<file path="src/sv/kqt_pkg.sv">
// Shared types, sizes and codes for the keyed quantity table.
package kqt_pkg;

    // Table geometry and field widths.
    localparam int TABLE_DEPTH = 16;
    localparam int QTY_BITS    = 16;
    localparam int ID_BITS     = 8;
    localparam int IN_QTY_BITS = 16;
    localparam int IDX_BITS    = $clog2(TABLE_DEPTH);
    localparam int CNT_BITS    = $clog2(TABLE_DEPTH + 1);
    localparam int SUM_BITS    = ((QTY_BITS > IN_QTY_BITS) ? QTY_BITS : IN_QTY_BITS) + 1;
    localparam int ENTRY_BITS  = ID_BITS + QTY_BITS;

    // Largest storable quantity, at the width of the adder.
    localparam logic [SUM_BITS-1:0] QTY_MAX = SUM_BITS'({QTY_BITS{1'b1}});

    // Operation codes carried by the mode field.
    typedef enum logic [1:0] {
        MODE_ADD    = 2'd0,
        MODE_LOOKUP = 2'd1,
        MODE_REMOVE = 2'd2,
        MODE_READ   = 2'd3
    } mode_t;

    // Result status codes.
    typedef enum logic [1:0] {
        STATUS_OK        = 2'd0,
        STATUS_FULL      = 2'd1,
        STATUS_BAD_INDEX = 2'd2
    } status_t;

    // Sequencer states.
    typedef enum logic [3:0] {
        ST_IDLE,
        ST_SCAN,
        ST_ADD_WB,
        ST_APPEND,
        ST_READ,
        ST_READ_DONE,
        ST_RM_READ,
        ST_RM_MOVE,
        ST_RM_CLEAR,
        ST_DONE
    } state_t;

    // One stored table entry.
    typedef struct packed {
        logic [ID_BITS-1:0]  id;
        logic [QTY_BITS-1:0] qty;
    } entry_t;

    // One finished result, handed from the sequencer to the output stage.
    typedef struct packed {
        status_t             status;
        logic                hit;
        logic [ID_BITS-1:0]  id;
        logic [QTY_BITS-1:0] qty;
        logic [IDX_BITS-1:0] idx;
        logic [CNT_BITS-1:0] count;
    } result_t;

endpackage

</file>
<file path="src/sv/kqt_ram.sv">
// Generic single-write, single-read RAM with a registered read port.
module kqt_ram #(
    parameter int WIDTH = 8,
    parameter int DEPTH = 16
) (
    input  logic                     clk,
    input  logic                     we,
    input  logic [$clog2(DEPTH)-1:0] waddr,
    input  logic [WIDTH-1:0]         wdata,
    input  logic                     re,
    input  logic [$clog2(DEPTH)-1:0] raddr,
    output logic [WIDTH-1:0]         rdata
);

    logic [WIDTH-1:0] mem [DEPTH];

    // Write port and registered read port; read data holds while re is low.
    always_ff @(posedge clk)
    begin
        if (we)
        begin
            mem[waddr] <= wdata;
        end
        if (re)
        begin
            rdata <= mem[raddr];
        end
    end

endmodule

</file>
<file path="src/sv/kqt_alu.sv">
// Shared key compare and saturating quantity adder.
module kqt_alu (
    input  logic [kqt_pkg::ID_BITS-1:0]     probe_id,
    input  kqt_pkg::entry_t                 entry,
    input  logic [kqt_pkg::QTY_BITS-1:0]    acc_qty,
    input  logic [kqt_pkg::IN_QTY_BITS-1:0] add_qty,
    output logic                            match,
    output logic [kqt_pkg::QTY_BITS-1:0]    sum_qty
);

    logic [kqt_pkg::SUM_BITS-1:0] sum;

    // An entry matches only when its id agrees and it still holds a quantity.
    assign match = (entry.id == probe_id) && (entry.qty != '0);

    // Add and clamp at the largest storable quantity.
    assign sum = kqt_pkg::SUM_BITS'(acc_qty) + kqt_pkg::SUM_BITS'(add_qty);

    always_comb
    begin
        if (sum > kqt_pkg::QTY_MAX)
        begin
            sum_qty = kqt_pkg::QTY_MAX[kqt_pkg::QTY_BITS-1:0];
        end
        else
        begin
            sum_qty = sum[kqt_pkg::QTY_BITS-1:0];
        end
    end

endmodule

</file>
<file path="src/sv/kqt_core.sv">
// Sequencer, table storage and shared unit of the keyed quantity table.
module kqt_core (
    input  logic                            clk,
    input  logic                            rst_n,
    input  logic                            in_valid,
    output logic                            in_ready,
    input  logic [1:0]                      mode,
    input  logic [kqt_pkg::ID_BITS-1:0]     item_id,
    input  logic [kqt_pkg::IN_QTY_BITS-1:0] quantity,
    input  logic [3:0]                      entry_index,
    output logic                            res_valid,
    output kqt_pkg::result_t                res,
    input  logic                            res_taken
);

    // Control registers.
    kqt_pkg::state_t               state_reg, state_next;
    logic [kqt_pkg::CNT_BITS-1:0]  count_reg, count_next;
    logic [kqt_pkg::CNT_BITS-1:0]  scan_reg, scan_next;
    logic                          chk_valid_reg, chk_valid_next;

    // Payload registers.
    kqt_pkg::mode_t                  op_mode_reg, op_mode_next;
    logic [kqt_pkg::ID_BITS-1:0]     op_id_reg, op_id_next;
    logic [kqt_pkg::IN_QTY_BITS-1:0] op_qty_reg, op_qty_next;
    logic [kqt_pkg::IDX_BITS-1:0]    op_idx_reg, op_idx_next;
    logic [kqt_pkg::IDX_BITS-1:0]    chk_idx_reg, chk_idx_next;
    kqt_pkg::entry_t                 hold_reg, hold_next;
    logic [kqt_pkg::IDX_BITS-1:0]    hold_idx_reg, hold_idx_next;
    kqt_pkg::status_t                rs_status_reg, rs_status_next;
    logic                            rs_hit_reg, rs_hit_next;
    kqt_pkg::entry_t                 rs_entry_reg, rs_entry_next;
    logic [kqt_pkg::IDX_BITS-1:0]    rs_idx_reg, rs_idx_next;

    // Memory and shared unit connections.
    logic                             ram_we, ram_re;
    logic [kqt_pkg::IDX_BITS-1:0]     ram_waddr, ram_raddr;
    kqt_pkg::entry_t                  ram_wdata, ram_rdata;
    logic [kqt_pkg::QTY_BITS-1:0]     alu_acc;
    logic                             alu_match;
    logic [kqt_pkg::QTY_BITS-1:0]     alu_sum;

    // Decode helpers.
    kqt_pkg::mode_t                   in_mode;
    logic                             in_accept;
    logic                             idx_bad;
    logic                             idx_last;
    logic                             scan_issue;
    logic                             scan_found;
    logic [kqt_pkg::CNT_BITS-1:0]     last_slot;

    assign in_mode    = kqt_pkg::mode_t'(mode);
    assign in_ready   = (state_reg == kqt_pkg::ST_IDLE);
    assign in_accept  = in_valid && in_ready;
    assign idx_bad    = (32'(entry_index) >= 32'(count_reg));
    assign idx_last   = (32'(entry_index) == (32'(count_reg) - 32'd1));
    assign last_slot  = count_reg - kqt_pkg::CNT_BITS'(1);
    assign scan_issue = (scan_reg < count_reg);
    assign scan_found = chk_valid_reg && alu_match;

    kqt_ram #(
        .WIDTH (kqt_pkg::ENTRY_BITS),
        .DEPTH (kqt_pkg::TABLE_DEPTH)
    ) u_ram (
        .clk   (clk),
        .we    (ram_we),
        .waddr (ram_waddr),
        .wdata (ram_wdata),
        .re    (ram_re),
        .raddr (ram_raddr),
        .rdata (ram_rdata)
    );

    kqt_alu u_alu (
        .probe_id (op_id_reg),
        .entry    (ram_rdata),
        .acc_qty  (alu_acc),
        .add_qty  (op_qty_reg),
        .match    (alu_match),
        .sum_qty  (alu_sum)
    );

    // Next state.
    always_comb
    begin
        state_next = state_reg;
        case (state_reg)
            kqt_pkg::ST_IDLE:
            begin
                if (in_accept)
                begin
                    if (in_mode inside {kqt_pkg::MODE_ADD, kqt_pkg::MODE_LOOKUP})
                    begin
                        state_next = kqt_pkg::ST_SCAN;
                    end
                    else if (idx_bad)
                    begin
                        state_next = kqt_pkg::ST_DONE;
                    end
                    else if (in_mode == kqt_pkg::MODE_READ)
                    begin
                        state_next = kqt_pkg::ST_READ;
                    end
                    else if (idx_last)
                    begin
                        state_next = kqt_pkg::ST_RM_CLEAR;
                    end
                    else
                    begin
                        state_next = kqt_pkg::ST_RM_READ;
                    end
                end
            end
            kqt_pkg::ST_SCAN:
            begin
                if (scan_found)
                begin
                    state_next = (op_mode_reg == kqt_pkg::MODE_ADD) ?
                                 kqt_pkg::ST_ADD_WB : kqt_pkg::ST_DONE;
                end
                else if (!scan_issue)
                begin
                    if ((op_mode_reg == kqt_pkg::MODE_ADD) &&
                        (32'(count_reg) < kqt_pkg::TABLE_DEPTH))
                    begin
                        state_next = kqt_pkg::ST_APPEND;
                    end
                    else
                    begin
                        state_next = kqt_pkg::ST_DONE;
                    end
                end
            end
            kqt_pkg::ST_ADD_WB:    state_next = kqt_pkg::ST_DONE;
            kqt_pkg::ST_APPEND:    state_next = kqt_pkg::ST_DONE;
            kqt_pkg::ST_READ:      state_next = kqt_pkg::ST_READ_DONE;
            kqt_pkg::ST_READ_DONE: state_next = kqt_pkg::ST_DONE;
            kqt_pkg::ST_RM_READ:   state_next = kqt_pkg::ST_RM_MOVE;
            kqt_pkg::ST_RM_MOVE:   state_next = kqt_pkg::ST_RM_CLEAR;
            kqt_pkg::ST_RM_CLEAR:  state_next = kqt_pkg::ST_DONE;
            kqt_pkg::ST_DONE:
            begin
                if (res_taken)
                begin
                    state_next = kqt_pkg::ST_IDLE;
                end
            end
            default:               state_next = kqt_pkg::ST_IDLE;
        endcase
    end

    // Memory controls, shared unit operands and register updates.
    always_comb
    begin
        ram_we         = 1'b0;
        ram_waddr      = op_idx_reg;
        ram_wdata      = hold_reg;
        ram_re         = 1'b0;
        ram_raddr      = scan_reg[kqt_pkg::IDX_BITS-1:0];
        alu_acc        = '0;
        count_next     = count_reg;
        scan_next      = scan_reg;
        chk_valid_next = chk_valid_reg;
        op_mode_next   = op_mode_reg;
        op_id_next     = op_id_reg;
        op_qty_next    = op_qty_reg;
        op_idx_next    = op_idx_reg;
        chk_idx_next   = chk_idx_reg;
        hold_next      = hold_reg;
        hold_idx_next  = hold_idx_reg;
        rs_status_next = rs_status_reg;
        rs_hit_next    = rs_hit_reg;
        rs_entry_next  = rs_entry_reg;
        rs_idx_next    = rs_idx_reg;
        case (state_reg)
            kqt_pkg::ST_IDLE:
            begin
                // Capture the transaction and preset an empty result.
                if (in_accept)
                begin
                    op_mode_next   = in_mode;
                    op_id_next     = item_id;
                    op_qty_next    = quantity;
                    op_idx_next    = kqt_pkg::IDX_BITS'(entry_index);
                    scan_next      = '0;
                    chk_valid_next = 1'b0;
                    hold_next      = '0;
                    rs_status_next = kqt_pkg::STATUS_OK;
                    rs_hit_next    = 1'b0;
                    rs_entry_next  = '0;
                    rs_idx_next    = '0;
                    if (!(in_mode inside {kqt_pkg::MODE_ADD, kqt_pkg::MODE_LOOKUP}) &&
                        idx_bad)
                    begin
                        rs_status_next = kqt_pkg::STATUS_BAD_INDEX;
                    end
                end
            end
            kqt_pkg::ST_SCAN:
            begin
                // Issue one slot a cycle and check the slot issued in the previous cycle.
                ram_re         = scan_issue;
                scan_next      = scan_reg + kqt_pkg::CNT_BITS'(1);
                chk_valid_next = scan_issue;
                chk_idx_next   = scan_reg[kqt_pkg::IDX_BITS-1:0];
                if (scan_found)
                begin
                    ram_re        = 1'b0;
                    hold_next     = ram_rdata;
                    hold_idx_next = chk_idx_reg;
                    rs_hit_next   = 1'b1;
                    rs_entry_next = ram_rdata;
                    rs_idx_next   = chk_idx_reg;
                end
                else if (!scan_issue && (op_mode_reg == kqt_pkg::MODE_ADD) &&
                         (32'(count_reg) >= kqt_pkg::TABLE_DEPTH))
                begin
                    rs_status_next = kqt_pkg::STATUS_FULL;
                end
            end
            kqt_pkg::ST_ADD_WB:
            begin
                // Accumulate into the matched slot.
                alu_acc         = hold_reg.qty;
                ram_we          = 1'b1;
                ram_waddr       = hold_idx_reg;
                ram_wdata.id    = hold_reg.id;
                ram_wdata.qty   = alu_sum;
                rs_entry_next.qty = alu_sum;
            end
            kqt_pkg::ST_APPEND:
            begin
                // New entry at the end of the live slots.
                alu_acc         = '0;
                ram_we          = 1'b1;
                ram_waddr       = count_reg[kqt_pkg::IDX_BITS-1:0];
                ram_wdata.id    = op_id_reg;
                ram_wdata.qty   = alu_sum;
                rs_entry_next.id  = op_id_reg;
                rs_entry_next.qty = alu_sum;
                rs_idx_next     = count_reg[kqt_pkg::IDX_BITS-1:0];
                count_next      = count_reg + kqt_pkg::CNT_BITS'(1);
            end
            kqt_pkg::ST_READ:
            begin
                ram_re    = 1'b1;
                ram_raddr = op_idx_reg;
            end
            kqt_pkg::ST_READ_DONE:
            begin
                rs_entry_next = ram_rdata;
                rs_idx_next   = op_idx_reg;
            end
            kqt_pkg::ST_RM_READ:
            begin
                ram_re    = 1'b1;
                ram_raddr = last_slot[kqt_pkg::IDX_BITS-1:0];
            end
            kqt_pkg::ST_RM_MOVE:
            begin
                // Move the last entry into the freed slot.
                ram_we    = 1'b1;
                ram_waddr = op_idx_reg;
                ram_wdata = ram_rdata;
                hold_next = ram_rdata;
            end
            kqt_pkg::ST_RM_CLEAR:
            begin
                // Clear the old last slot and shrink the table.
                ram_we        = 1'b1;
                ram_waddr     = last_slot[kqt_pkg::IDX_BITS-1:0];
                ram_wdata     = '0;
                count_next    = last_slot;
                rs_entry_next = hold_reg;
                rs_idx_next   = op_idx_reg;
            end
            kqt_pkg::ST_DONE:
            begin
                ram_we = 1'b0;
            end
            default:
            begin
                ram_we = 1'b0;
            end
        endcase
    end

    // Control registers.
    always_ff @(posedge clk or negedge rst_n)
    begin
        if (!rst_n)
        begin
            state_reg     <= kqt_pkg::ST_IDLE;
            count_reg     <= '0;
            scan_reg      <= '0;
            chk_valid_reg <= 1'b0;
        end
        else
        begin
            state_reg     <= state_next;
            count_reg     <= count_next;
            scan_reg      <= scan_next;
            chk_valid_reg <= chk_valid_next;
        end
    end

    // Payload registers.
    always_ff @(posedge clk)
    begin
        op_mode_reg   <= op_mode_next;
        op_id_reg     <= op_id_next;
        op_qty_reg    <= op_qty_next;
        op_idx_reg    <= op_idx_next;
        chk_idx_reg   <= chk_idx_next;
        hold_reg      <= hold_next;
        hold_idx_reg  <= hold_idx_next;
        rs_status_reg <= rs_status_next;
        rs_hit_reg    <= rs_hit_next;
        rs_entry_reg  <= rs_entry_next;
        rs_idx_reg    <= rs_idx_next;
    end

    // Result toward the output stage.
    assign res_valid    = (state_reg == kqt_pkg::ST_DONE);
    assign res.status   = rs_status_reg;
    assign res.hit      = rs_hit_reg;
    assign res.id       = rs_entry_reg.id;
    assign res.qty      = rs_entry_reg.qty;
    assign res.idx      = rs_idx_reg;
    assign res.count    = count_reg;

    // The live count never passes the table depth.
    a_count_bound: assert property (@(posedge clk) disable iff (!rst_n)
        32'(count_reg) <= kqt_pkg::TABLE_DEPTH)
        else $error("live count exceeds table depth");

    // The live count moves only on append or remove.
    a_count_stable: assert property (@(posedge clk) disable iff (!rst_n)
        (state_reg != kqt_pkg::ST_APPEND) && (state_reg != kqt_pkg::ST_RM_CLEAR)
        |=> $stable(count_reg))
        else $error("live count changed outside append or remove");

    // An append grows the table by exactly one entry.
    a_append_grow: assert property (@(posedge clk) disable iff (!rst_n)
        (state_reg == kqt_pkg::ST_APPEND)
        |=> (count_reg == $past(count_reg) + kqt_pkg::CNT_BITS'(1)))
        else $error("append did not grow the table by one");

    // A write during accumulate lands inside the live slots.
    a_wb_in_range: assert property (@(posedge clk) disable iff (!rst_n)
        (state_reg == kqt_pkg::ST_ADD_WB) |-> (32'(hold_idx_reg) < 32'(count_reg)))
        else $error("accumulate write outside live slots");

endmodule

</file>
<file path="src/sv/keyed_quantity_table_top.sv">
// Top level of the keyed quantity table: input capture, sequencer and output register.
//
// Usage:
//   The input channel (in_valid / in_stall) carries one operation per
//   transaction: mode selects add, lookup by id, remove by index or read by
//   index; item_id, quantity and entry_index are its operands. The output
//   channel (out_valid / out_stall) returns exactly one result transaction
//   per operation, in order.
//   Add and lookup scan the live slots one per cycle through the table RAM
//   read port. in_stall is high while an operation is in progress; one
//   item is in work at a time. The finished result sits in an output
//   register, so the next operation is accepted while it waits. If the
//   receiver stalls, the result holds and a later result waits in the
//   sequencer until the register frees. Reset empties the table (live
//   count 0) and clears both channels; the RAM contents are not cleared,
//   since only live slots are ever read.
module keyed_quantity_table_top (
    input  logic        clk,
    input  logic        rst_n,
    input  logic        in_valid,
    output logic        in_stall,
    input  logic [1:0]  mode,
    input  logic [7:0]  item_id,
    input  logic [15:0] quantity,
    input  logic [3:0]  entry_index,
    output logic        out_valid,
    input  logic        out_stall,
    output logic [1:0]  status,
    output logic        hit,
    output logic [7:0]  out_item_id,
    output logic [15:0] out_quantity,
    output logic [3:0]  out_index,
    output logic [4:0]  entry_count
);

    logic             core_ready;
    logic             res_valid;
    logic             res_taken;
    kqt_pkg::result_t res;
    logic             out_valid_reg, out_valid_next;
    kqt_pkg::result_t out_reg;

    kqt_core u_core (
        .clk         (clk),
        .rst_n       (rst_n),
        .in_valid    (in_valid),
        .in_ready    (core_ready),
        .mode        (mode),
        .item_id     (item_id),
        .quantity    (quantity),
        .entry_index (entry_index),
        .res_valid   (res_valid),
        .res         (res),
        .res_taken   (res_taken)
    );

    assign in_stall = !core_ready;

    // Load the output register whenever it is empty or being drained.
    assign res_taken = res_valid && (!out_valid_reg || !out_stall);

    always_comb
    begin
        if (res_taken)
        begin
            out_valid_next = 1'b1;
        end
        else if (out_stall)
        begin
            out_valid_next = out_valid_reg;
        end
        else
        begin
            out_valid_next = 1'b0;
        end
    end

    always_ff @(posedge clk or negedge rst_n)
    begin
        if (!rst_n)
        begin
            out_valid_reg <= 1'b0;
        end
        else
        begin
            out_valid_reg <= out_valid_next;
        end
    end

    always_ff @(posedge clk)
    begin
        if (res_taken)
        begin
            out_reg <= res;
        end
    end

    // Drive the result ports at their field widths.
    assign out_valid    = out_valid_reg;
    assign status       = out_reg.status;
    assign hit          = out_reg.hit;
    assign out_item_id  = out_reg.id;
    assign out_quantity = 16'(out_reg.qty);
    assign out_index    = 4'(out_reg.idx);
    assign entry_count  = 5'(out_reg.count);

endmodule
</file>
<file path="config.mk">
export PLATFORM = sky130hd
export DESIGN_NAME = keyed_quantity_table_top
export DESIGN_NICKNAME = d
export VERILOG_FILES = /design/src/sv/kqt_pkg.sv /design/src/sv/kqt_ram.sv /design/src/sv/kqt_alu.sv /design/src/sv/kqt_core.sv /design/src/sv/keyed_quantity_table_top.sv
export SDC_FILE = /design/constraint.sdc
export NUM_CORES = 1
export LEC_CHECK = 0
export BUFFER_PORTS_ARGS = -buffer_cell sky130_fd_sc_hd__buf_4
export CORE_MARGIN = 3
export CORE_UTILIZATION = 48
export CTS_CLUSTER_DIAMETER = 200
export DETAILED_ROUTE_END_ITERATION = 8
export PLACE_DENSITY_LB_ADDON = 0.1
export SETUP_SLACK_MARGIN = 0.02
export SYNTH_ARGS = -nofsm -noshare
export SYNTH_HDL_FRONTEND = slang
export SYNTH_SLANG_ARGS = --single-unit
</file>
<file path="constraint.sdc">
create_clock -name clk -period 4.6 [get_ports clk]
set_clock_uncertainty 0.2 [all_clocks]
set_input_delay 0.92 -clock clk [delete_from_list [all_inputs] [get_ports clk]]
set_output_delay 0.92 -clock clk [all_outputs]
set_load 0.02 [all_outputs]
</file>
Yosys cells after proc, flatten, opt, wreduce, memory -nomap -nowiden
Memories as Yosys holds them, arrays and structs flattened. A register that Yosys moved wholly into a read port is not among the register bits.
Index checks and enable logic that the tools add are counted.
- add/subtract/negate cells: 5
- magnitude comparators: 5
- equality and inequality tests: 20
- muxes and demuxes: 43
- reduce and logical (&&, ||, !) cells: 40
- operator list (cell ; count):
    24-bit one-hot mux with 4 select lines ; 1
    16-bit one-hot mux with 5 select lines ; 1
    24-bit one-hot mux with 3 select lines ; 1
    24-bit two-way mux ; 2
    4-bit two-way mux ; 12
    8-bit one-hot mux with 5 select lines ; 1
    4-bit by 32-bit == test with 1-bit output ; 1
    16-bit two-way mux ; 2
    4-bit one-hot mux with 7 select lines ; 1
    5-bit one-hot mux with 2 select lines ; 2
    3-bit AND reduction ; 6
    16-bit by 16-bit adder with 17-bit output ; 1
    17-bit by 16-bit > comparator with 1-bit output, second input constant ; 1
    4-bit by 3-bit == test with 1-bit output, second input constant ; 4
    4-bit one-hot mux with 4 select lines ; 1
    16-bit nonzero test ; 1
    4-bit one-hot mux with 3 select lines ; 1
    5-bit by 1-bit adder with 5-bit output, second input constant ; 2
    2-bit by 1-bit inequality test with 1-bit output, second input constant ; 5
    5-bit nonzero test ; 2
    4-bit by 2-bit == test with 1-bit output, second input constant ; 2
    4-bit == test, second input constant ; 2
    8-bit == test ; 1
    1-bit logical AND ; 8
    other kinds (28) ; 52
- bits in registers: 145
- bits in writable memories: 384
- input port bits: 34
- output and inout bits: 38
- logic and storage cells: 138
- memories kept: 1
- memories (memory ; words ; bits a word ; read ports ; clocked after Yosys merged registers in ; wr ports ; RTL line ; text):
    u_core.u_ram.mem ; 16 ; 24 ; 1 ; 1 ; 1 ; kqt_ram.sv:15 ; logic [WIDTH-1:0] mem [DEPTH];

Logic depth before layout (Yosys ltp)
- word-level depth: 8
- depth in mapped cells: 14

Hierarchy
From an unflattened synthesis, not the netlist that was laid out.
- cells, all modules: 1293
- area, all modules: 22789.4 µm²
- by module, submodules not included (module ; instances ; cells an instance ; area an instance (µm²) ; sequential area each (µm²)):
    kqt_ram ; 1 ; 636 ; 15170.8 ; 12251.8
    kqt_core ; 1 ; 463 ; 5460.2 ; 3168.0
    keyed_quantity_table_top ; 1 ; 40 ; 1128.6 ; 1106.1
    kqt_alu ; 1 ; 154 ; 1029.7 ; 0.0

Least setup slack after synthesis
No wires, ideal clock.
- path kind: reg2reg
- start point: register u_core.state_reg[1]
- end point: memory u_core.u_ram.mem[0][13] (netlist bit) (data pin)
- library setup time: 0.373 ns
- arrival: 3.487 ns
- setup slack: 0.540 ns
- cell stages (with the launch flop): 13
- clock period less this slack: 4.060 ns
- path through: dfrtp_1 buf_2 or3b_2 nor2_1 clkbuf_1 and2_1 ha_1 nor2b_1 o2111ai_1 nand4_1 o2111a_1 o21ai_0 o211ai_1
- RTL lines (what ; RTL line ; text):
    start: declaration ; kqt_core.sv:17 ; kqt_pkg::state_t state_reg, state_next;
    start signal: assignment ; kqt_core.sv:293 ; state_reg <= kqt_pkg::ST_IDLE;
    start signal: assignment ; kqt_core.sv:300 ; state_reg <= state_next;
    end: declaration ; kqt_ram.sv:15 ;

==> impl_metrics.json <==
{
  "worstMarginPinSlew_ns": 1.228,
  "antenna_found_initial": 0,
  "drtIter0Drc": 1574,
  "first_pass_iters": 8,
  "ys_ff_latch": 553,
  "die-area_um2": 50210,
  "crit_family": "simple AND/OR/NAND/NOR gates",
  "crit_fanout": 16,
  "maxCapViolations": 0,
  "clkTransAtPathRegs_ns": 0.06,
  "viasPerCell": 6.094,
  "pin_count": 72,
  "post-route-period-util_pct": 92.18,
  "grt_pass1_vias": 12490,
  "p_per_area_nw_per_um2": 723.2,
  "yosysMostFrequentCell": "edfxtp_1",
  "area_growth_syn_to_layout_pct": 15.19,
  "overflow": 0,
  "hpwl_um": 32220,
  "cp-start-kind": "flop",
  "die_h_um": 224.1,
  "die_w_um": 224.1,
  "seq_area_um2": 16530,
  "routed-via-count": 12600,
  "crit_path_top_delay_cell": "a21oi_2",
  "synth_top_area_share_pct": 70.64,
  "ir_worst_vdd_mv": 0.3596,
  "synthArstFlopShare_pct": 2.893,
  "worstSkewPairLatency_ns": 0.61,
  "cp.required_ns": 4.70,
  "core_area_um2": 46750,
  "path_buf_inv": 2,
  "placementRows": 79,
  "num-nets-final": 1481,
  "grt_max_degree": 45,
  "reg2reg_depth": 13,
  "hp-class": "flop to flop",
  "wl_um": 54600,
  "netlist_instances": 1304,
  "avgSynthCellArea_um2": 17.51,
  "synth_common_cells": "edfxtp_1, mux4_2, a22oi_1, nand2_1, nor2_1",
  "numPortBuffers": 71,
  "final.min_clock_period_ns": 4.241,
  "status": "finished clean",
  "ys_warn_count": 0,
  "arrival_ns": 4.34,
  "synth_nets": 1366,
  "max_slew_margin_pct": 17.95,
  "rsz0062_at_grt": "no",
  "p_leak_nw": 9.008,
  "grt_usage_pct": 21.96,
  "crit_path_max_incr_delay_ns": 0.64,
  "cts_num_sinks": 553,
  "grt_pass1_wl_um": 81720,
  "top_register": "u_core.u_ram.mem",
  "ys_types": 66,
  "clockBufferDepth": 3,
  "finalSetupViolations": 0,
  "synth.area.top_cells": "edfxtp_1, mux4_2, a22oi_1, dfrtp_1, ha_1",
  "critPathKind": "flop to flop",
  "insertedDiodeCount": 0,
  "drive_above_1_share_pct": 23.41,
  "multi_input_area_um2": 6082,
  "crit_path_cell_trace": "or3b_2 -> nor2_1 -> buf_12 -> and2_1 -> ha_1 -> inv_1 -> fa_1 -> nor2b_1 -> o2111ai_1 -> nand4_1 -> o21a_1 -> mux2i_1 -> a21oi_2",
  "largest_reg_flops": 384,
  "synth_edf_count": 537,
  "htreeDepth": 2,
  "ant_nets": 0,
  "drcViolationCount": 0,
  "synthFlopType": "edfxtp_1",
  "place_ws_ns": 0.02013,
  "numCtsBuffers": 56,
  "syn_area_um2": 22830,
  "timing.final.ws_setup_ns": 0.3595,
  "cts-root-buf": "clkbuf_16",
  "setup_tns_ns": 0,
  "max_freq_mhz": 235.8,
  "initial_core_util_pct": 48.82,
  "hold_depth": 0,
  "yosysSeqAreaShare_pct": 72.40,
  "cts_tree": "built",
  "worst-path-stages": 13,
  "num-fill-cells": 3600,
  "wl_per_cell_um": 26.40,
  "hold_viol": 0,
  "synth_top_area_cell": "edfxtp_1",
  "final_core_util_pct": 56.24,
  "gp_congestion": 0.8317,
  "finalMaxSlewViolations": 0,
  "cp-end-kind": "flop"
}
## metal layers
layer	GRT usage, %	share of wire, %	wire length (um)
met2	34.31	47	25640
met4	4.726	1.6	876
met5	0	0	0
met1	32.89	45	24380
met3	3.905	6.8	3702
## what timing repair did
action,in CTS,in global routing
hold buffers,1,0
pin swaps,0,4
setup endpoints to repair,23,219
hold endpoints to repair,16,0
resized for setup,2,10
setup buffers,0,4
## worst paths after layout
kind | from | end | slack [ns]
max | u_core.state_reg[3] | u_core.u_ram.mem[4][12] | 0.36
max reg2reg | u_core.state_reg[3] | u_core.u_ram.mem[4][12] | 0.36
min reg2reg | u_core.res[30] | out_item_id[5] | 0.22
max in group asynchronous | rst_n | out_valid | 3.44
min | u_core.res[30] | out_item_id[5] | 0.22
min in group asynchronous | rst_n | u_core.chk_valid_reg | 0.54
## layout make-up
class,count,share of cell area (%)
clock inverter,33,1.152
inverter,39,0.5567
tap,607,2.888
multi-input combinational,646,23.13
timing repair buffer,123,3.902
sequential,553,62.85
clock buffer,67,5.524
## kinds of logic after synthesis
kind of cell	after synthesis	share of synthesized area, %
xor gates and xnor gates	26	0.9976
DFF	553	72.40
adders and majority gates	28	1.568
and+or+nand+nor	244	5.432
buffers and inverters	105	2.034
AOI/OAI and AO/OA	247	7.882
muxes	101	9.691
## report_power, final
part           internal [mW]  switching [mW]  total, mW
clock network           2.52            1.88       4.40
registers               7.69           0.541       8.23
logic                   2.31            4.08       6.39
## stage by stage
stage	power (mW)	cells	hold slack (ns)	instance area, um2
after global routing	19.94	2068	0.2269	26300
after global placement	14.49	1963	0.2010	24440
after floorplan	12.27	1304	0.2003	22830
final	19.02	2068	0.2169	26300
after CTS	19.03	2064	0.2171	26220
after detailed placement	14.61	1963	0.2045	24440
## layout by cell type (no fill, tap or decap), drive strengths merged, types with 15 or more instances in the layout
| cell | instances |
|---|---|
| edfxtp | 537 |
| nor2b | 29 |
| a21oi | 42 |
| o21ai | 24 |
| nand2 | 59 |
| nand3 | 16 |
| a222oi | 19 |
| clkbuf | 67 |
| clkinv | 25 |
| xor2 | 15 |
| nor2 | 55 |
| mux4 | 96 |
| ha | 27 |
| dfrtp | 16 |
| and2 | 21 |
| and3 | 20 |
| inv | 41 |
| buf | 122 |
| a22oi | 60 |
(Power assumes the default switching activity.)
